--- src/rtl/kdb_pkg.sv ---
// shared types, register indexes, event codes and reset values for the key scanner
// no dependencies
`default_nettype none

package kdb_pkg;

    localparam int NUM_KEYS_DEF = 8;
    localparam int PIN_W        = 8;
    localparam int TICK_W       = 16;
    localparam int KEY_W        = 3;
    localparam int KIND_W       = 2;
    localparam int CFG_IDX_W    = 3;
    localparam int CFG_DATA_W   = 16;

    localparam logic [CFG_IDX_W-1:0] REG_ENABLE     = 3'd0;
    localparam logic [CFG_IDX_W-1:0] REG_ACTIVE_LOW = 3'd1;
    localparam logic [CFG_IDX_W-1:0] REG_DEBOUNCE   = 3'd2;
    localparam logic [CFG_IDX_W-1:0] REG_LONG       = 3'd3;
    localparam logic [CFG_IDX_W-1:0] REG_REPEAT     = 3'd4;

    localparam logic [KIND_W-1:0] EV_CLICK  = 2'd0;
    localparam logic [KIND_W-1:0] EV_LONG   = 2'd1;
    localparam logic [KIND_W-1:0] EV_REPEAT = 2'd2;

    localparam logic [TICK_W-1:0] DEBOUNCE_RST = 16'd5;
    localparam logic [TICK_W-1:0] LONG_RST     = 16'd100;
    localparam logic [TICK_W-1:0] REPEAT_RST   = 16'd20;

    typedef struct packed {
        logic [PIN_W-1:0]  enable;
        logic [PIN_W-1:0]  active_low;
        logic [TICK_W-1:0] debounce;
        logic [TICK_W-1:0] long_click;
        logic [TICK_W-1:0] repeat_ticks;
    } cfg_t;

    // key state wipe request, with the debounce value to load
    typedef struct packed {
        logic              clear;
        logic [TICK_W-1:0] ticks;
    } clear_t;

endpackage

`default_nettype wire

--- src/rtl/kdb_regs.sv ---
// configuration registers of the key scanner and the key state wipe request
// depends on kdb_pkg
`default_nettype none

module kdb_regs (
    input  wire logic                             clk,
    input  wire logic                             rst_n,
    input  wire logic                             cfg_valid,
    output logic                                  cfg_ready,
    input  wire logic [kdb_pkg::CFG_IDX_W-1:0]    cfg_index,
    input  wire logic [kdb_pkg::CFG_DATA_W-1:0]   cfg_data,
    output kdb_pkg::cfg_t                         cfg,
    output kdb_pkg::clear_t                       clr
);

    kdb_pkg::cfg_t cfg_reg;
    kdb_pkg::cfg_t cfg_next;
    logic          wr;
    logic          hit;

    assign cfg_ready = 1'b1;
    assign wr        = cfg_valid && cfg_ready;

    always_comb
    begin
        cfg_next = cfg_reg;
        hit      = 1'b0;
        if (wr)
        begin
            unique case (cfg_index)
                kdb_pkg::REG_ENABLE:
                begin
                    cfg_next.enable = cfg_data[kdb_pkg::PIN_W-1:0];
                    hit = 1'b1;
                end
                kdb_pkg::REG_ACTIVE_LOW:
                begin
                    cfg_next.active_low = cfg_data[kdb_pkg::PIN_W-1:0];
                    hit = 1'b1;
                end
                kdb_pkg::REG_DEBOUNCE:
                begin
                    cfg_next.debounce = cfg_data;
                    hit = 1'b1;
                end
                kdb_pkg::REG_LONG:
                begin
                    cfg_next.long_click = cfg_data;
                    hit = 1'b1;
                end
                kdb_pkg::REG_REPEAT:
                begin
                    cfg_next.repeat_ticks = cfg_data;
                    hit = 1'b1;
                end
                default:
                begin
                    hit = 1'b0;
                end
            endcase
        end
    end

    always_ff @(posedge clk or negedge rst_n)
    begin
        if (!rst_n)
        begin
            cfg_reg.enable       <= '0;
            cfg_reg.active_low   <= '0;
            cfg_reg.debounce     <= kdb_pkg::DEBOUNCE_RST;
            cfg_reg.long_click   <= kdb_pkg::LONG_RST;
            cfg_reg.repeat_ticks <= kdb_pkg::REPEAT_RST;
        end
        else
        begin
            cfg_reg <= cfg_next;
        end
    end

    assign cfg       = cfg_reg;
    // counters reload with the debounce value in force after this write
    assign clr.clear = hit;
    assign clr.ticks = cfg_next.debounce;

endmodule

`default_nettype wire

--- src/rtl/kdb_front.sv ---
// front end: takes scan ticks, applies pin polarity and queues the key levels
// depends on kdb_pkg
`default_nettype none

module kdb_front (
    input  wire logic                         clk,
    input  wire logic                         rst_n,
    input  wire logic                         in_valid,
    output logic                              in_stall,
    input  wire logic [kdb_pkg::PIN_W-1:0]    pin_levels,
    input  wire logic [kdb_pkg::PIN_W-1:0]    active_low,
    output logic                              q_valid,
    output logic [kdb_pkg::PIN_W-1:0]         q_levels,
    input  wire logic                         q_pop
);

    logic [kdb_pkg::PIN_W-1:0] slot_reg [2];
    logic                      wr_ptr_reg;
    logic                      wr_ptr_next;
    logic                      rd_ptr_reg;
    logic                      rd_ptr_next;
    logic [1:0]                count_reg;
    logic [1:0]                count_next;
    logic                      push;
    logic                      pop;

    assign in_stall = (count_reg == 2'd2);
    assign push     = in_valid && !in_stall;
    assign q_valid  = (count_reg != 2'd0);
    assign pop      = q_pop && q_valid;
    assign q_levels = slot_reg[rd_ptr_reg];

    always_comb
    begin
        wr_ptr_next = push ? !wr_ptr_reg : wr_ptr_reg;
        rd_ptr_next = pop ? !rd_ptr_reg : rd_ptr_reg;
        count_next  = count_reg;
        if (push && !pop)
        begin
            count_next = count_reg + 2'd1;
        end
        else if (pop && !push)
        begin
            count_next = count_reg - 2'd1;
        end
    end

    always_ff @(posedge clk or negedge rst_n)
    begin
        if (!rst_n)
        begin
            wr_ptr_reg <= 1'b0;
            rd_ptr_reg <= 1'b0;
            count_reg  <= 2'd0;
        end
        else
        begin
            wr_ptr_reg <= wr_ptr_next;
            rd_ptr_reg <= rd_ptr_next;
            count_reg  <= count_next;
        end
    end

    // stored as pressed levels, polarity already corrected
    always_ff @(posedge clk)
    begin
        if (push)
        begin
            slot_reg[wr_ptr_reg] <= pin_levels ^ active_low;
        end
    end

endmodule

`default_nettype wire

--- src/rtl/kdb_back.sv ---
// back end: per-key debounce and click state, one key scanned a cycle unless stalled, event output
// depends on kdb_pkg
`default_nettype none

module kdb_back #(
    parameter int NUM_KEYS = kdb_pkg::NUM_KEYS_DEF
) (
    input  wire logic                          clk,
    input  wire logic                          rst_n,
    input  wire kdb_pkg::cfg_t                 cfg,
    input  wire kdb_pkg::clear_t               clr,
    input  wire logic                          q_valid,
    input  wire logic [kdb_pkg::PIN_W-1:0]     q_levels,
    output logic                               q_pop,
    output logic                               out_valid,
    input  wire logic                          out_stall,
    output logic [kdb_pkg::KEY_W-1:0]          key_index,
    output logic [kdb_pkg::KIND_W-1:0]         event_kind,
    output logic                               last_event
);

    localparam int SCAN_KEYS = (NUM_KEYS < 8) ? NUM_KEYS : 8;
    localparam int KW        = (SCAN_KEYS > 1) ? $clog2(SCAN_KEYS) : 1;
    localparam logic [KW-1:0] LAST_KEY = KW'(SCAN_KEYS - 1);
    localparam int TW        = kdb_pkg::TICK_W;

    localparam logic [1:0] ST_IDLE  = 2'd0;
    localparam logic [1:0] ST_SCAN  = 2'd1;
    localparam logic [1:0] ST_FLUSH = 2'd2;

    logic [1:0]                  state_reg;
    logic [1:0]                  state_next;
    logic [KW-1:0]               kidx_reg;
    logic [KW-1:0]               kidx_next;
    logic [kdb_pkg::PIN_W-1:0]   levels_reg;

    logic [SCAN_KEYS-1:0]        settled_reg;
    logic [SCAN_KEYS-1:0]        confirmed_reg;
    logic [SCAN_KEYS-1:0]        rel_pend_reg;
    logic [SCAN_KEYS-1:0]        repeating_reg;
    logic [TW-1:0]               tick_reg [SCAN_KEYS];

    logic                        pend_valid_reg;
    logic [kdb_pkg::KEY_W-1:0]   pend_key_reg;
    logic [kdb_pkg::KIND_W-1:0]  pend_kind_reg;

    logic                        out_valid_reg;
    logic [kdb_pkg::KEY_W-1:0]   out_key_reg;
    logic [kdb_pkg::KIND_W-1:0]  out_kind_reg;
    logic                        out_last_reg;

    logic [kdb_pkg::KEY_W-1:0]   kn;
    logic                        en;
    logic                        lvl;
    logic                        s_cur;
    logic                        c_cur;
    logic                        rp_cur;
    logic                        rep_cur;
    logic [TW-1:0]               t_cur;
    logic [TW-1:0]               t_dec;
    logic [TW-1:0]               t_inc;
    logic                        s_next;
    logic                        c_next;
    logic                        rp_next;
    logic                        rep_next;
    logic [TW-1:0]               t_next;
    logic                        fire;
    logic [kdb_pkg::KIND_W-1:0]  kind;

    logic                        out_free;
    logic                        step;
    logic                        push_mid;
    logic                        push_last;

    assign kn      = kdb_pkg::KEY_W'(kidx_reg);
    assign en      = cfg.enable[kn];
    assign lvl     = levels_reg[kn];
    assign s_cur   = settled_reg[kidx_reg];
    assign c_cur   = confirmed_reg[kidx_reg];
    assign rp_cur  = rel_pend_reg[kidx_reg];
    assign rep_cur = repeating_reg[kidx_reg];
    assign t_cur   = tick_reg[kidx_reg];
    assign t_dec   = t_cur - TW'(1);
    assign t_inc   = t_cur + TW'(1);

    // next state of the key under scan
    always_comb
    begin
        s_next   = s_cur;
        c_next   = c_cur;
        rp_next  = rp_cur;
        rep_next = rep_cur;
        t_next   = t_cur;
        fire     = 1'b0;
        kind     = kdb_pkg::EV_CLICK;
        if (en)
        begin
            if (lvl != s_cur)
            begin
                // countdown is kept across bounces; here only a confirmed release reloads it
                if (!c_cur)
                begin
                    t_next = t_dec;
                end
                if (c_cur || (t_dec == '0))
                begin
                    c_next = 1'b1;
                    if (lvl)
                    begin
                        rp_next = 1'b1;
                    end
                    s_next = lvl;
                end
            end
            else if (c_cur)
            begin
                if (lvl)
                begin
                    if (rep_cur)
                    begin
                        if (t_dec == '0)
                        begin
                            fire   = 1'b1;
                            kind   = kdb_pkg::EV_REPEAT;
                            t_next = cfg.repeat_ticks;
                        end
                        else
                        begin
                            t_next = t_dec;
                        end
                    end
                    else
                    begin
                        if (t_inc >= cfg.long_click)
                        begin
                            fire     = 1'b1;
                            kind     = kdb_pkg::EV_LONG;
                            rep_next = 1'b1;
                            t_next   = cfg.repeat_ticks;
                        end
                        else
                        begin
                            t_next = t_inc;
                        end
                    end
                end
                else
                begin
                    if (rp_cur)
                    begin
                        if (!rep_cur)
                        begin
                            fire = 1'b1;
                            kind = kdb_pkg::EV_CLICK;
                        end
                        rep_next = 1'b0;
                        rp_next  = 1'b0;
                    end
                    c_next = 1'b0;
                    t_next = cfg.debounce;
                end
            end
        end
    end

    // one event is held back so the final one of a tick can carry the last flag
    assign out_free  = !out_valid_reg || !out_stall;
    assign step      = (state_reg == ST_SCAN) && (!fire || !pend_valid_reg || out_free);
    assign push_mid  = step && fire && pend_valid_reg;
    assign push_last = (state_reg == ST_FLUSH) && pend_valid_reg && out_free;
    assign q_pop     = (state_reg == ST_IDLE) && q_valid;

    always_comb
    begin
        state_next = state_reg;
        kidx_next  = kidx_reg;
        unique case (state_reg)
            ST_IDLE:
            begin
                if (q_valid)
                begin
                    state_next = ST_SCAN;
                    kidx_next  = '0;
                end
            end
            ST_SCAN:
            begin
                if (step)
                begin
                    if (kidx_reg == LAST_KEY)
                    begin
                        state_next = ST_FLUSH;
                    end
                    else
                    begin
                        kidx_next = kidx_reg + KW'(1);
                    end
                end
            end
            ST_FLUSH:
            begin
                if (!pend_valid_reg || out_free)
                begin
                    state_next = ST_IDLE;
                end
            end
            default:
            begin
                state_next = ST_IDLE;
            end
        endcase
    end

    always_ff @(posedge clk or negedge rst_n)
    begin
        if (!rst_n)
        begin
            state_reg      <= ST_IDLE;
            kidx_reg       <= '0;
            pend_valid_reg <= 1'b0;
            out_valid_reg  <= 1'b0;
        end
        else
        begin
            state_reg <= state_next;
            kidx_reg  <= kidx_next;
            if (step && fire)
            begin
                pend_valid_reg <= 1'b1;
            end
            else if (push_last)
            begin
                pend_valid_reg <= 1'b0;
            end
            if (push_mid || push_last)
            begin
                out_valid_reg <= 1'b1;
            end
            else if (!out_stall)
            begin
                out_valid_reg <= 1'b0;
            end
        end
    end

    always_ff @(posedge clk or negedge rst_n)
    begin
        if (!rst_n)
        begin
            settled_reg   <= '0;
            confirmed_reg <= '0;
            rel_pend_reg  <= '0;
            repeating_reg <= '0;
            for (int i = 0; i < SCAN_KEYS; i++)
            begin
                tick_reg[i] <= kdb_pkg::DEBOUNCE_RST;
            end
        end
        else if (clr.clear)
        begin
            settled_reg   <= '0;
            confirmed_reg <= '0;
            rel_pend_reg  <= '0;
            repeating_reg <= '0;
            for (int i = 0; i < SCAN_KEYS; i++)
            begin
                tick_reg[i] <= clr.ticks;
            end
        end
        else if (step)
        begin
            settled_reg[kidx_reg]   <= s_next;
            confirmed_reg[kidx_reg] <= c_next;
            rel_pend_reg[kidx_reg]  <= rp_next;
            repeating_reg[kidx_reg] <= rep_next;
            tick_reg[kidx_reg]      <= t_next;
        end
    end

    always_ff @(posedge clk)
    begin
        if (q_pop)
        begin
            levels_reg <= q_levels;
        end
        if (step && fire)
        begin
            pend_key_reg  <= kn;
            pend_kind_reg <= kind;
        end
        if (push_mid || push_last)
        begin
            out_key_reg  <= pend_key_reg;
            out_kind_reg <= pend_kind_reg;
            out_last_reg <= push_last;
        end
    end

    assign out_valid  = out_valid_reg;
    assign key_index  = out_key_reg;
    assign event_kind = out_kind_reg;
    assign last_event = out_last_reg;

endmodule

`default_nettype wire

--- src/rtl/key_debounce_click_long_repeat_unit.sv ---
// top level of the key scanner: config registers, tick queue and key scan back end
// depends on kdb_pkg, kdb_regs, kdb_front, kdb_back
//
// usage:
//   input channel (in_valid / in_stall / pin_levels) carries one scan tick per
//   transaction; bit n is the raw pin of key n. a two-entry queue takes ticks
//   while the back end is busy and raises in_stall only when both entries are full.
//   output channel (out_valid / out_stall / key_index / event_kind / last_event)
//   carries one event per transaction, keys in ascending order, last_event set on
//   the final event of a tick; a tick with no event gives no transaction.
//   the back end scans min(NUM_KEYS, 8) keys, one per cycle unless a stalled
//   output holds the scan, passing each tick through take, scan and flush.
//   an event is held back until the next event of its tick is found, and shows
//   the cycle after that; the final one waits for the scan to end and leaves in flush.
//   a stalled output holds its event and freezes the scan at the next event.
//   config writes (cfg_valid / cfg_ready / cfg_index / cfg_data) are always
//   ready and are meant only while idle; a write to a listed register wipes all
//   key state and loads the debounce value into every counter.
//   reset: masks zero, debounce 5, long-click 100, repeat 20, keys released.
`default_nettype none

module key_debounce_click_long_repeat_unit #(
    parameter int NUM_KEYS = kdb_pkg::NUM_KEYS_DEF
) (
    input  wire logic                             clk,
    input  wire logic                             rst_n,
    input  wire logic                             in_valid,
    output logic                                  in_stall,
    input  wire logic [kdb_pkg::PIN_W-1:0]        pin_levels,
    output logic                                  out_valid,
    input  wire logic                             out_stall,
    output logic [kdb_pkg::KEY_W-1:0]             key_index,
    output logic [kdb_pkg::KIND_W-1:0]            event_kind,
    output logic                                  last_event,
    input  wire logic                             cfg_valid,
    output logic                                  cfg_ready,
    input  wire logic [kdb_pkg::CFG_IDX_W-1:0]    cfg_index,
    input  wire logic [kdb_pkg::CFG_DATA_W-1:0]   cfg_data
);

    kdb_pkg::cfg_t             cfg;
    kdb_pkg::clear_t           clr;
    logic                      q_valid;
    logic [kdb_pkg::PIN_W-1:0] q_levels;
    logic                      q_pop;

    kdb_regs u_regs (
        .clk       (clk),
        .rst_n     (rst_n),
        .cfg_valid (cfg_valid),
        .cfg_ready (cfg_ready),
        .cfg_index (cfg_index),
        .cfg_data  (cfg_data),
        .cfg       (cfg),
        .clr       (clr)
    );

    kdb_front u_front (
        .clk        (clk),
        .rst_n      (rst_n),
        .in_valid   (in_valid),
        .in_stall   (in_stall),
        .pin_levels (pin_levels),
        .active_low (cfg.active_low),
        .q_valid    (q_valid),
        .q_levels   (q_levels),
        .q_pop      (q_pop)
    );

    kdb_back #(
        .NUM_KEYS (NUM_KEYS)
    ) u_back (
        .clk        (clk),
        .rst_n      (rst_n),
        .cfg        (cfg),
        .clr        (clr),
        .q_valid    (q_valid),
        .q_levels   (q_levels),
        .q_pop      (q_pop),
        .out_valid  (out_valid),
        .out_stall  (out_stall),
        .key_index  (key_index),
        .event_kind (event_kind),
        .last_event (last_event)
    );

endmodule

`default_nettype wire
--- config.mk ---
export PLATFORM = sky130hd
export DESIGN_NAME = key_debounce_click_long_repeat_unit
export DESIGN_NICKNAME = d
export VERILOG_FILES = /design/src/rtl/kdb_pkg.sv /design/src/rtl/kdb_regs.sv /design/src/rtl/kdb_front.sv /design/src/rtl/kdb_back.sv /design/src/rtl/key_debounce_click_long_repeat_unit.sv
export SDC_FILE = /design/constraint.sdc
export NUM_CORES = 1
export LEC_CHECK = 0
export ABC_AREA = 1
export ABC_CLOCK_PERIOD_IN_PS = 5500
export BUFFER_PORTS_ARGS = -buffer_cell sky130_fd_sc_hd__buf_4
export CAP_MARGIN = 20
export CORE_ASPECT_RATIO = 1.2
export CORE_UTILIZATION = 61
export CTS_CLUSTER_DIAMETER = 60
export DETAILED_ROUTE_END_ITERATION = 10
export GPL_ROUTABILITY_DRIVEN = 0
export GPL_TIMING_DRIVEN = 1
export PLACE_DENSITY = 0.76
export SLEW_MARGIN = 20
export SYNTH_ARGS = -nofsm -noshare
export SYNTH_HDL_FRONTEND = slang
export SYNTH_HIERARCHICAL = 1
export SYNTH_SLANG_ARGS = --single-unit
--- constraint.sdc ---
create_clock -name clk -period 5.5 [get_ports clk]
set_clock_uncertainty 0.15 [all_clocks]
set_input_delay 0.825 -clock clk [delete_from_list [all_inputs] [get_ports clk]]
set_output_delay 0.825 -clock clk [all_outputs]
set_load 0.005 [all_outputs]
==> results.cfg <==
[outcome]
outcome = complete, no violations

[detailed_routing]
drt_iter0_markers = 2086
wl_per_cell_um = 20.01
wl_um = 50840
route.met2.wl_um = 22440
vias = 15500
wl_met3_um = 5830
drcViolationCount = 0
avgViaCountPerCell = 6.099
firstDrtPassIters = 8
ant_nets = 0
top_layer = met4
wl_met1_um = 19590

[timing]
tightest_slew_ns = 1.172
fmax_mhz = 190.9
setup_violations = 0
finalCritPeriodShare = 0.9523
layout_setup_ws_ns = 0.2621
maxSlewHeadroom = 0.2160
drv_slew = 0
hold_violations = 0
holdWs_ns = 0.1880
period_needed_ns = 5.238

[yosys]
synth_top_area_cell = dfrtp_1
async_flop_share = 0.8704
synth_area_leaders = dfrtp_1 33%, nand2_1 17%, nand3_1 11%, edfxtp_1 6.6%, inv_1 5.0%
synth_edf_count = 35
synthTopCellsByCount = 722 x nand2_1, 342 x nand3_1, 212 x dfrtp_1, 212 x inv_1, 97 x nor2_1
syn_inst = 2150
synthFlopType = dfrtp_1
syn_nets = 2204
seq_area_frac_synth = 0.4359
yosysUniqueCellTypes = 52
ys_ff_latch = 270
netlist_area_mm2 = 0.01597
postSynthAreaPerCell_um2 = 7.427
yosysMostFrequentCell = nand2_1
synth_top_area_share = 0.3322
ys_warn_count = 6

[power]
p_leak_nw = 8.872
peakVddDrop_mv = 0.4339
powerDensity_mw_per_mm2 = 654.0

[floorplan]
io_pins = 41
die_width_um = 149.7
die_area_mm2 = 0.02683
core-area_mm2 = 0.02562
core.rowCount = 64
chipHeight_um = 179.2
initial_core_util = 0.6231

[worst_setup_path]
startpoint_type = register
cpPeakStageDelay_ns = 0.50
required_ns = 5.59
path_class = reg -> reg
crit_top_cell = nand2_1
timing.rr.start = u_back/kidx_reg[1]
critPathArrivalTime_ns = 5.33
endpoint_kind = register
path_max_fanout = 13
startpoint = u_back/kidx_reg[1]
slowest_stage = dfrtp_2

[global_route]
first_global_vias = 14510
grt-ovfl-total = 0
antenna_found_initial = 1
grt_max_degree = 127
grt_usage = 0.3863
grt_pass1_wl_um = 79380

[final_layout]
drive_gt1_frac = 0.1271
fillers = 2185
largest_reg_flops = 128
n_antenna_cell = 0
syn_to_final_growth_pct = 10.26
nets = 2243

[clocking]
numClockSinks = 270
clockBufferDepth = 3
cts_buffers = 29
cts_root_buffer = clkbuf_16
h-tree-depth = 1
clock_latency_ns = 0.56
cts_tree = built
cts.clk_slew.worst_paths_ns = 0.06
cts-hold-fix-buffers = 0

[placed_design]
dp_hpwl_um = 35020
place_ws_ns = 0.2810
port_buffers = 39

[min_path]
hold_class = in -> async

[flow_run]
max-cap-violations = 0
kinds of logic after synthesis:
family,count (synthesis),synth area share
compound gates,220,0.08322
xor+xnor,22,0.01207
fa+ha+maj,22,0.01724
buf+inv,329,0.08596
flops,270,0.4359
other cells,1,0.0002348
simple gates,1286,0.3654
timing repair:
item,CTS,global route
endpoints found under the setup margin,0,50
setup buffers,0,2
resized for setup,0,5
area by class of cell:
type	instances	area [µm²]	share of cell area
Clock buffer	47	813.3	0.04619
Tap cell	330	412.9	0.02345
Clock inverter	6	108.9	0.006183
Sequential cell	270	6964	0.3956
Inverter	244	918.4	0.05216
Multi-Input combinational cell	1551	7641	0.4340
Timing Repair Buffer	93	747.0	0.04243
critical path, delay by kind of cell (launching register included):
kind / cells / cell delay, ns
flops: 1 / 0.50
fa+ha+maj: 1 / 0.31
buf+inv: 7 / 1.09
compound gates: 2 / 0.30
simple gates: 17 / 2.27
xor+xnor: 1 / 0.27
cell usage in the layout (no fill, tap or decap), types with 4 or more instances in the layout:
| master | n |
|---|---|
| a221oi_1 | 7 |
| nand4_1 | 17 |
| dfrtp_1 | 209 |
| and2_1 | 8 |
| nor2_4 | 15 |
| nand2_1 | 722 |
| nand3_1 | 342 |
| buf_4 | 88 |
| nor2_1 | 96 |
| nor3_1 | 6 |
| nand3_4 | 6 |
| nor2_2 | 17 |
| o22ai_1 | 36 |
| ha_1 | 22 |
| dfstp_2 | 23 |
| o211ai_1 | 21 |
| edfxtp_1 | 35 |
| clkbuf_16 | 29 |
| inv_1 | 211 |
| nor2_8 | 5 |
| a21oi_1 | 57 |
| clkinv_2 | 4 |
| o21ai_0 | 30 |
| nand2_2 | 30 |
| or2_1 | 6 |
| clkbuf_1 | 16 |
| o21ai_1 | 45 |
| o211ai_2 | 7 |
| inv_2 | 28 |
| nand3_2 | 6 |
| xor2_1 | 21 |
final timing paths:
path	endpoint	slack, ns	cells after the start
min in group clk	u_back/event_kind[1]	0.28	0
min	u_back/tick_reg[38]	0.19	1
max in group asynchronous	u_regs/cfg[45]	3.83	2
max reg2reg	u_back/key_index[0]	0.26	28
min reg2reg	u_back/event_kind[1]	0.28	0
max	u_back/key_index[0]	0.26	28
power by group:
| part | total (mW) | switching (mW) | internal [mW] | leakage, nW |
|---|---|---|---|---|
| clock | 1.93 | 0.786 | 1.14 | 0.445 |
| combinational | 6.71 | 4.69 | 2.01 | 5.11 |
| sequential | 2.88 | 0.292 | 2.58 | 3.32 |
| total | 11.5 | 5.77 | 5.74 | 8.87 |
through the flow:
stage | TNS (ns) | power, mW | cell area (µm²) | utilization | instances
finish | 0 | 11.51 | 17610 | 0.6871 | 2541
CTS | 0 | 11.23 | 17570 | 0.6855 | 2539
global placement | 0 | 9.145 | 16640 | 0.6496 | 2486
detailed placement | 0 | 9.263 | 16640 | 0.6496 | 2486
global route | -0.006561 | 12.20 | 17610 | 0.6871 | 2541
floorplan | 0 | 7.407 | 15970 | - | 2150
per-layer routing:
layer | global-route usage | vias up
li1 | - | 7038
met1 | 0.5085 | 7229
met3 | 0.07888 | 223
met2 | 0.5955 | 1007
met5 | 0 | -
met4 | 0.2138 | 0
(Power assumes the default switching activity.)
